### src/hw/rtl/tsar_pkg.sv
`timescale 1ns / 1ps
`default_nettype none
package tsar_pkg;

  localparam int QueueDepth = 4;

  typedef enum logic [1:0] {
    FUNC_LOCAL  = 2'd0,
    FUNC_PEER   = 2'd1,
    FUNC_UPDATE = 2'd2
  } func_t;

  typedef enum logic [2:0] {
    ST_OK   = 3'd0,
    ST_NOST = 3'd1,
    ST_RST  = 3'd2,
    ST_FIN  = 3'd3,
    ST_DUP  = 3'd4,
    ST_REC  = 3'd5,
    ST_CLS  = 3'd6
  } status_t;

  // Status bit positions.
  localparam int B_HAVE_ACK      = 0;
  localparam int B_DONE_READING  = 1;
  localparam int B_DONE_WRITING  = 2;
  localparam int B_HAVE_PEER_ACK = 3;
  localparam int B_HAVE_PEER_FIN = 4;
  localparam int B_HAVE_FIN      = 5;
  localparam int B_HAVE_PEER_MSS = 6;
  localparam int B_HAVE_PEER_WS  = 7;

  // Result as queued between the state front and the checksum back.
  typedef struct packed {
    logic [2:0]  status;
    logic        closing;
    logic        first_peer_ack;
    logic        ack_changed;
    logic [31:0] seq_out;
    logic [31:0] ack_out;
    logic [15:0] csum_in;
    logic        csum_keep;
    logic        patch_ack;
    logic        patch_seq;
    logic [31:0] ack_old;
    logic [31:0] seq_old;
  } work_t;

  typedef struct packed {
    logic [2:0]  status;
    logic        closing;
    logic        first_peer_ack;
    logic        ack_changed;
    logic [31:0] seq_out;
    logic [31:0] ack_out;
    logic [15:0] checksum_out;
  } result_t;

  // Fold a 32-bit word into 17 bits.
  function automatic logic [16:0] fold16(input logic [31:0] x);
    fold16 = {1'b0, x[31:16]} + {1'b0, x[15:0]};
  endfunction

endpackage
`default_nettype wire

### src/hw/rtl/tsar_front.sv
`timescale 1ns / 1ps
`default_nettype none
module tsar_front import tsar_pkg::*; (
  input  wire logic        clk,
  input  wire logic        rst_n,
  input  wire logic        in_push,
  input  wire logic [1:0]  in_func,
  input  wire logic [31:0] in_seq_num,
  input  wire logic [31:0] in_ack_num,
  input  wire logic [15:0] in_window,
  input  wire logic [3:0]  in_tcp_flags,
  input  wire logic [15:0] in_checksum,
  input  wire logic [15:0] in_payload_len,
  input  wire logic [2:0]  in_option_flags,
  input  wire logic [15:0] in_mss_value,
  input  wire logic [7:0]  in_ws_value,
  input  wire logic [3:0]  in_update_flags,
  input  wire logic [31:0] in_update_delta,
  output work_t            work
);

  logic [7:0]  bits_r, bits_nxt;
  logic [31:0] off_r, off_nxt, ackv_r, ackv_nxt, raw_r, raw_nxt;
  logic [31:0] lnext_r, lnext_nxt, lfin_r, lfin_nxt, pfin_r, pfin_nxt;
  logic [31:0] pack_r, pack_nxt;
  logic [15:0] pmss_r, pmss_nxt, pwin_r, pwin_nxt, lwin_r, lwin_nxt;
  logic [7:0]  pscale_r, pscale_nxt;

  function automatic logic closing_f(input logic [7:0] b, input logic [31:0] pa,
                                     input logic [31:0] lf, input logic [31:0] pf,
                                     input logic [31:0] av);
    closing_f = b[B_HAVE_ACK] && b[B_HAVE_PEER_ACK] && b[B_HAVE_PEER_FIN] &&
                b[B_HAVE_FIN] && (pa == lf) && (pf == av);
  endfunction

  // Classify the item and compute the next connection state.
  always_comb begin
    logic syn;
    logic [31:0] ln;
    syn = in_tcp_flags[1];
    ln = '0;
    bits_nxt = bits_r; off_nxt = off_r; ackv_nxt = ackv_r; raw_nxt = raw_r;
    lnext_nxt = lnext_r; lfin_nxt = lfin_r; pfin_nxt = pfin_r; pack_nxt = pack_r;
    pmss_nxt = pmss_r; pwin_nxt = pwin_r; lwin_nxt = lwin_r; pscale_nxt = pscale_r;
    work = '0;
    work.status = ST_OK;
    work.seq_out = in_seq_num;
    work.ack_out = in_ack_num;
    work.csum_in = in_checksum;
    work.csum_keep = ~in_option_flags[2];
    work.ack_old = in_ack_num;
    work.seq_old = in_seq_num;
    case (in_func)
      FUNC_PEER: begin
        if (in_option_flags[0]) begin
          pmss_nxt = in_mss_value; bits_nxt[B_HAVE_PEER_MSS] = 1'b1;
        end
        if (in_option_flags[1]) begin
          pscale_nxt = in_ws_value; bits_nxt[B_HAVE_PEER_WS] = 1'b1;
        end
        pwin_nxt = in_window;
        if (syn) begin
          off_nxt = '0; ackv_nxt = in_seq_num + 32'd1; bits_nxt[B_HAVE_ACK] = 1'b1;
        end
        if (in_tcp_flags[0]) begin
          pfin_nxt = in_seq_num + {31'd0, syn} + 32'd1 + {16'd0, in_payload_len};
          bits_nxt[B_HAVE_PEER_FIN] = 1'b1;
        end
        if (in_tcp_flags[3]) begin
          work.first_peer_ack = ~bits_nxt[B_HAVE_PEER_ACK];
          pack_nxt = in_ack_num;
          bits_nxt[B_HAVE_PEER_ACK] = 1'b1;
          if (!bits_nxt[B_HAVE_ACK]) begin
            work.status = ST_NOST;
          end else begin
            work.closing = closing_f(bits_nxt, pack_nxt, lfin_nxt, pfin_nxt, ackv_nxt);
            work.ack_out = in_ack_num + off_nxt;
            work.patch_ack = 1'b1;
          end
        end
      end
      FUNC_LOCAL: begin
        if (in_tcp_flags[2]) begin
          work.status = ST_RST;
        end else begin
          lwin_nxt = in_window;
          ln = in_seq_num + {31'd0, syn} + {16'd0, in_payload_len};
          lnext_nxt = ln;
          if (in_tcp_flags[0] && !bits_r[B_DONE_WRITING]) begin
            work.status = ST_FIN;
          end else begin
            if (in_tcp_flags[0]) begin
              lfin_nxt = ln + 32'd1 - off_r;
              bits_nxt[B_HAVE_FIN] = 1'b1;
            end
            if (!in_tcp_flags[3]) begin
              if (bits_r[B_HAVE_PEER_ACK]) begin
                off_nxt = ln - pack_r;
                bits_nxt[B_DONE_WRITING] = 1'b0;
                work.status = ST_REC;
              end
            end else begin
              raw_nxt = in_ack_num;
              if (bits_r[B_DONE_READING]) begin
                ackv_nxt = in_ack_num;
                bits_nxt[B_HAVE_ACK] = 1'b1;
                work.closing = closing_f(bits_nxt, pack_r, lfin_nxt, pfin_r, ackv_nxt);
                work.seq_out = in_seq_num - off_r;
                work.patch_seq = 1'b1;
              end else if (!bits_r[B_HAVE_ACK]) begin
                work.status = ST_NOST;
              end else if (in_ack_num != ackv_r && in_payload_len == 16'd0) begin
                work.status = ST_DUP;
              end else begin
                if (in_ack_num != ackv_r) begin
                  work.ack_out = ackv_r;
                  work.patch_ack = 1'b1;
                end
                work.seq_out = in_seq_num - off_r;
                work.patch_seq = 1'b1;
              end
            end
          end
        end
      end
      FUNC_UPDATE: begin
        work.seq_out = '0;
        work.ack_out = '0;
        work.csum_keep = 1'b0;
        if (in_update_flags[3]) begin
          work.status = ST_CLS;
        end else begin
          ackv_nxt = (in_update_flags[1] && bits_r[B_HAVE_ACK]) ? raw_r : in_ack_num;
          work.ack_changed = (ackv_nxt != ackv_r);
          pmss_nxt = in_mss_value;
          pscale_nxt = in_ws_value;
          off_nxt = in_update_delta;
          bits_nxt[2:0] = bits_r[2:0] | in_update_flags[2:0];
          work.closing = closing_f(bits_nxt, pack_r, lfin_r, pfin_r, ackv_nxt);
          work.ack_out = ackv_nxt;
        end
      end
      default: begin
        work.csum_keep = 1'b1;
      end
    endcase
  end

  // Connection state registers.
  always_ff @(posedge clk) begin
    if (!rst_n) begin
      bits_r <= '0; off_r <= '0; ackv_r <= '0; raw_r <= '0;
      lnext_r <= '0; lfin_r <= '0; pfin_r <= '0; pack_r <= '0;
      pmss_r <= '0; pwin_r <= '0; lwin_r <= '0; pscale_r <= '0;
    end else if (in_push) begin
      bits_r <= bits_nxt; off_r <= off_nxt; ackv_r <= ackv_nxt; raw_r <= raw_nxt;
      lnext_r <= lnext_nxt; lfin_r <= lfin_nxt; pfin_r <= pfin_nxt; pack_r <= pack_nxt;
      pmss_r <= pmss_nxt; pwin_r <= pwin_nxt; lwin_r <= lwin_nxt; pscale_r <= pscale_nxt;
    end
  end

endmodule
`default_nettype wire

### src/hw/rtl/tsar_queue.sv
`timescale 1ns / 1ps
`default_nettype none
module tsar_queue import tsar_pkg::*; #(
  parameter int Depth = QueueDepth
) (
  input  wire logic clk,
  input  wire logic rst_n,
  input  wire logic wr_en,
  input  work_t     wr_data,
  output logic      full,
  input  wire logic rd_en,
  output work_t     rd_data,
  output logic      empty
);

  localparam int AW = (Depth > 1) ? $clog2(Depth) : 1;

  work_t         mem_r [Depth];
  logic [AW-1:0] wp_r, rp_r;
  logic [AW:0]   cnt_r;

  assign full    = (cnt_r == (AW + 1)'(Depth));
  assign empty   = (cnt_r == '0);
  assign rd_data = mem_r[rp_r];

  // Circular buffer with pointers that wrap at the depth.
  always_ff @(posedge clk) begin
    if (!rst_n) begin
      wp_r <= '0; rp_r <= '0; cnt_r <= '0;
    end else begin
      if (wr_en) begin
        wp_r <= (wp_r == AW'(Depth - 1)) ? '0 : wp_r + 1'b1;
      end
      if (rd_en) begin
        rp_r <= (rp_r == AW'(Depth - 1)) ? '0 : rp_r + 1'b1;
      end
      cnt_r <= cnt_r + (AW + 1)'(wr_en) - (AW + 1)'(rd_en);
    end
  end

  always_ff @(posedge clk) begin
    if (wr_en) begin
      mem_r[wp_r] <= wr_data;
    end
  end

  a_no_over: assert property (@(posedge clk) disable iff (!rst_n)
    full |-> !wr_en) else $error("queue overflow");
  a_no_under: assert property (@(posedge clk) disable iff (!rst_n)
    empty |-> !rd_en) else $error("queue underflow");
  a_cnt: assert property (@(posedge clk) disable iff (!rst_n)
    (wr_en && !rd_en) |=> !empty) else $error("count lost a write");

endmodule
`default_nettype wire

### src/hw/rtl/tsar_back.sv
`timescale 1ns / 1ps
`default_nettype none
module tsar_back import tsar_pkg::*; (
  input  work_t   work,
  output result_t res
);

  // Incremental one's-complement patch of the checksum.
  always_comb begin
    logic [31:0] sum;
    logic [16:0] f1, f2;
    sum = {16'd0, work.csum_in ^ 16'hffff};
    if (work.patch_ack) begin
      sum = sum + {15'd0, fold16(~work.ack_old)} + {15'd0, fold16(work.ack_out)};
    end
    if (work.patch_seq) begin
      sum = sum + {15'd0, fold16(~work.seq_old)} + {15'd0, fold16(work.seq_out)};
    end
    f1 = fold16(sum);
    f2 = fold16({15'd0, f1});
    res.status         = work.status;
    res.closing        = work.closing;
    res.first_peer_ack = work.first_peer_ack;
    res.ack_changed    = work.ack_changed;
    res.seq_out        = work.seq_out;
    res.ack_out        = work.ack_out;
    if (!work.csum_keep || work.csum_in == 16'd0) begin
      res.checksum_out = '0;
    end else if (work.patch_ack || work.patch_seq) begin
      res.checksum_out = ~f2[15:0];
    end else begin
      res.checksum_out = work.csum_in;
    end
  end

endmodule
`default_nettype wire

### src/hw/rtl/tcp_seq_ack_rewriter_top.sv
`timescale 1ns / 1ps
`default_nettype none
// TCP sequence/acknowledgment rewriter for one connection under recovery.
// Input channel: drive the in_ fields and raise in_push; a request is taken
// on a clock edge where in_push is high and in_full is low.
// Result channel: while out_empty is low the oldest result is on the out_
// ports; raising out_pop takes it on that edge.
// Every request produces exactly one result, in order.
// The front updates connection state combinationally and writes into a
// four-entry queue in the same cycle; the back patches the checksum from the
// queue head combinationally, so each result is registered once, in the queue.
// Throughput is one request per cycle while in_full is low; the next state is
// computed combinationally. When the receiver stops popping, the queue fills
// and in_full rises after four waiting results; state is never lost.
// Synchronous active-low reset clears all connection state and the queue.
module tcp_seq_ack_rewriter_top import tsar_pkg::*; #(
  parameter int Depth = QueueDepth
) (
  input  wire logic        clk,
  input  wire logic        rst_n,
  input  wire logic        in_push,
  output logic             in_full,
  input  wire logic [1:0]  in_func,
  input  wire logic [31:0] in_seq_num,
  input  wire logic [31:0] in_ack_num,
  input  wire logic [15:0] in_window,
  input  wire logic [3:0]  in_tcp_flags,
  input  wire logic [15:0] in_checksum,
  input  wire logic [15:0] in_payload_len,
  input  wire logic [2:0]  in_option_flags,
  input  wire logic [15:0] in_mss_value,
  input  wire logic [7:0]  in_ws_value,
  input  wire logic [3:0]  in_update_flags,
  input  wire logic [31:0] in_update_delta,
  output logic             out_empty,
  input  wire logic        out_pop,
  output logic [2:0]       out_status,
  output logic             out_closing,
  output logic             out_first_peer_ack,
  output logic             out_ack_changed,
  output logic [31:0]      out_seq_out,
  output logic [31:0]      out_ack_out,
  output logic [15:0]      out_checksum_out
);

  work_t   fwork, qwork;
  result_t res;
  logic    acc, deq;

  assign acc = in_push && !in_full;
  assign deq = out_pop && !out_empty;

  tsar_front u_front (
    .clk, .rst_n, .in_push(acc), .in_func, .in_seq_num, .in_ack_num, .in_window,
    .in_tcp_flags, .in_checksum, .in_payload_len, .in_option_flags, .in_mss_value,
    .in_ws_value, .in_update_flags, .in_update_delta, .work(fwork)
  );

  tsar_queue #(.Depth(Depth)) u_queue (
    .clk, .rst_n, .wr_en(acc), .wr_data(fwork), .full(in_full),
    .rd_en(deq), .rd_data(qwork), .empty(out_empty)
  );

  tsar_back u_back (.work(qwork), .res(res));

  assign out_status         = res.status;
  assign out_closing        = res.closing;
  assign out_first_peer_ack = res.first_peer_ack;
  assign out_ack_changed    = res.ack_changed;
  assign out_seq_out        = res.seq_out;
  assign out_ack_out        = res.ack_out;
  assign out_checksum_out   = res.checksum_out;

endmodule
`default_nettype wire
### config.mk
export PLATFORM = sky130hd
export DESIGN_NAME = tcp_seq_ack_rewriter_top
export DESIGN_NICKNAME = d
export VERILOG_FILES = /design/src/hw/rtl/tsar_pkg.sv /design/src/hw/rtl/tsar_front.sv /design/src/hw/rtl/tsar_queue.sv /design/src/hw/rtl/tsar_back.sv /design/src/hw/rtl/tcp_seq_ack_rewriter_top.sv
export SDC_FILE = /design/constraint.sdc
export NUM_CORES = 2
export LEC_CHECK = 0
export BUFFER_PORTS_ARGS = -buffer_cell sky130_fd_sc_hd__buf_4
export CAP_MARGIN = 20
export CORE_ASPECT_RATIO = 0.8
export CORE_MARGIN = 4
export CORE_UTILIZATION = 40
export DETAILED_ROUTE_END_ITERATION = 12
export HOLD_SLACK_MARGIN = 0.02
export PLACE_DENSITY = 0.64
export SETUP_SLACK_MARGIN = 0.4
export SYNTH_ARGS = -nofsm -noshare
export SYNTH_HDL_FRONTEND = slang
export SYNTH_SLANG_ARGS = --single-unit
### constraint.sdc
create_clock -name clk -period 15.1 [get_ports clk]
set_clock_uncertainty 0.05 [all_clocks]
set_input_delay 0.755 -clock clk [delete_from_list [all_inputs] [get_ports clk]]
set_output_delay 0.755 -clock clk [all_outputs]
set_load 0.05 [all_outputs]
==> summary.txt <==
Status: complete, no violations
WS Path Type: reg -> out
FMAX: 72.4 MHz
Fin crit share: 91.5%
CTS tree: done
Top cell by count, worst path: a21oi_1
Initial DRC count: 5777
Max-slew headroom: 9.53%
Top cells by count, synth: 612 x edfxtp_1, 458 x nand2_1, 385 x a21oi_1
Critical-path top delay cell: dfxtp_4
GRT Residual Overflow: 0
Area delta synth->final: 12.2%
Clock sinks: 819
Hold WC Path Type: in -> reg
Post-DRT Antenna Nets: 0
Setup Fix Bufs, Post-CTS: 0
Clock Latency Late Sink: 0.71 ns
DR WL/cell: 28.3 um
Ys flop type: edfxtp_1
Initial Util: 40.3%
Pin count of the biggest net entering global routing: 87
Antenna violations before repair: 18
Nets: 5649
CP Max Fanout: 35
Final setup fails: 0
Num rows: 118
Worst Setup End Kind: output port
Die area: 137000 um2
Netlist cell types: 91
Crit path required time: 14.30 ns
Max Buffers Root-to-Sink: 3
Final Critical Period: 13.81 ns
Startpoint class of the critical path: flop
Fillers: 12200
Yosys top cell area share: 35.2%
Hold-fix buffers, CTS: 0
Mapped Cells: 5013
RSZ-0062 raised after global routing: false
Max stage delay on crit path: 0.78 ns
FF-to-FF setup slack: 9.02 ns
Mapped Area: 52200 um2
Max Cap Violations: 0
Port buffer count: 230
Clk root buf: clkbuf_16
DR pass1 iterations: 10
DRC errors left: 0
Sequential fraction of the synthesis area: 43.1%
Hold Fails Final Rpt: 0
Slew @ Worst Pin: 1.34 ns
Hpwl dp: 148000 um
Fin Setup TNS: 0 ns
Die Span X: 412 um
Core footprint: 130000 um2
Die Ht: 331 um
CTS Buf Count: 84
GPL Wtd Cong: 1.02
Post-synth EDFFs: 612
Count leader, synth: edfxtp_1
Critical path arrival: 13.00 ns
Mapped Nets: 5528
Slew Limit Fails: 0
Global Route Usage Sum: 28.0%
CTS resizes: 0
Drt total wl: 197000 um
Vias per cell: 6.01
Vias in the first global route: 39100
Cell taking the most area after synthesis: edfxtp_1
Post-Syn Area per Cell: 10.4 um2
Layout cells sized above 1: 12.7%
H-tree level count: 3
First-pass GRT wire length: 280000 um
Top cells by area, synth: edfxtp_1 35%, dfxtp_1 7.9%, mux4_2 6.5%
Reg clk slew, reported paths: 0.07 ns
Via count: 41800
Synthesized flop and latch total: 819
Ys async rst share: 0%
Synth warn: 0
Top Ports: 273
[layout make-up]
class | instances | area, um2 | area share [%]
Clock inverter | 51 | 624 | 1.06
Timing Repair Buffer | 309 | 2370 | 4.05
Multi-Input combinational cell | 3588 | 27500 | 46.9
Antenna cell | 6 | 15.0 | 0.0256
Inverter | 332 | 1250 | 2.13
Tap cell | 1740 | 2180 | 3.71
Sequential cell | 819 | 22500 | 38.4
Clock buffer | 102 | 2200 | 3.75
[registers in the layout, indices dropped and copies added, names as in the netlist, named ones only]
| signal | cells |
|---|---|
| u_front.pack_r | 32 |
| u_front.ackv_r | 32 |
| u_queue.cnt_r | 3 |
| u_front.bits_r | 6 |
| u_front.raw_r | 32 |
| u_queue.wp_r | 2 |
| u_queue.mem_r | 612 |
| u_front.lfin_r | 32 |
| u_queue.rp_r | 2 |
| u_front.off_r | 32 |
| u_front.pfin_r | 32 |
[cells in the final DEF (no fill, tap or decap), types with 19 or more instances in the layout]
cell type	synthesis	layout
a21oi_1	385	384
a211oi_1	80	80
xnor2_1	334	334
and2_1	25	20
mux2_2	19	19
a22oi_1	33	33
o21bai_1	29	29
a22o_1	27	27
nand2_1	458	458
clkbuf_16	0	84
nor2_1	383	381
ha_1	241	241
edfxtp_1	612	612
fa_1	89	89
o21ai_0	200	198
mux4_2	151	151
or3_1	35	35
inv_1	329	328
or2_2	21	21
o211ai_1	31	31
buf_4	3	305
dfxtp_1	207	205
and3_1	22	22
nor2b_1	36	36
nor4_1	50	49
mux2i_1	97	96
nand4_1	77	77
xor2_1	183	183
nor3_1	75	73
nand2b_1	30	30
a31oi_1	42	42
o21a_1	30	30
nand3_1	78	78
a21o_1	90	90
[worst max-delay path, delay by kind of cell (launching register included)]
| kind | cells | cell delay [ns] |
|---|---|---|
| mux | 2 | 0.94 |
| xor+xnor | 2 | 0.28 |
| flops | 1 | 0.78 |
| fa+ha+maj | 9 | 3.38 |
| buf+inv | 6 | 0.73 |
| compound gates | 18 | 3.75 |
| simple gates | 12 | 2.39 |
[cell families after synthesis]
group	Yosys count	share of synthesized area [%]
fa+ha+maj	330	9.18
simple gates	1348	12.0
mux	267	8.78
xor+xnor	523	8.91
compound gates	1120	13.6
buf+inv	606	4.43
flops	819	43.1
[path summary, 6_finish.rpt]
| check | to | start | cells after the start |
|---|---|---|---|
| max reg2reg | u_queue.mem_r[1][149] | u_front.off_r[0] | 15 |
| max | out_checksum_out[15] | flop | 49 |
| min | u_queue.mem_r[1][82] | in_checksum[15] | 1 |
| min reg2reg | u_front.raw_r[21] | u_front.raw_r[21] | 2 |
[metal layers]
| layer | wire, um | vias up | track usage [%] | part of all wire, % |
|---|---|---|---|---|
| met1 | 81600 | 20600 | 39.6 | 41 |
| met5 | 84 | - | 0 | 0.043 |
| met2 | 83500 | 2289 | 40.7 | 42 |
| met4 | 8390 | 12 | 10.2 | 4.3 |
| met3 | 23100 | 397 | 8.17 | 12 |
| li1 | - | 18500 | - | - |
[per-stage QoR]
step           util, %  hold WS [ns]  setup WS, ns  cells  instance area [um2]
2_1_floorplan        -         0.384          1.29   5013                52200
3_3_place_gp      43.0         0.392          2.06   6784                55700
3_5_place_dp      43.0         0.395          2.04   6786                55800
4_1_cts           45.2         0.181          1.24   6939                58600
5_1_grt           45.2         0.190         0.421   6942                58600
6_report          45.2         0.211          1.29   6947                58600
Power is left out: the tool's default activity adds up to more than one toggle a clock period on the data nets, which glitch-free logic cannot reach.
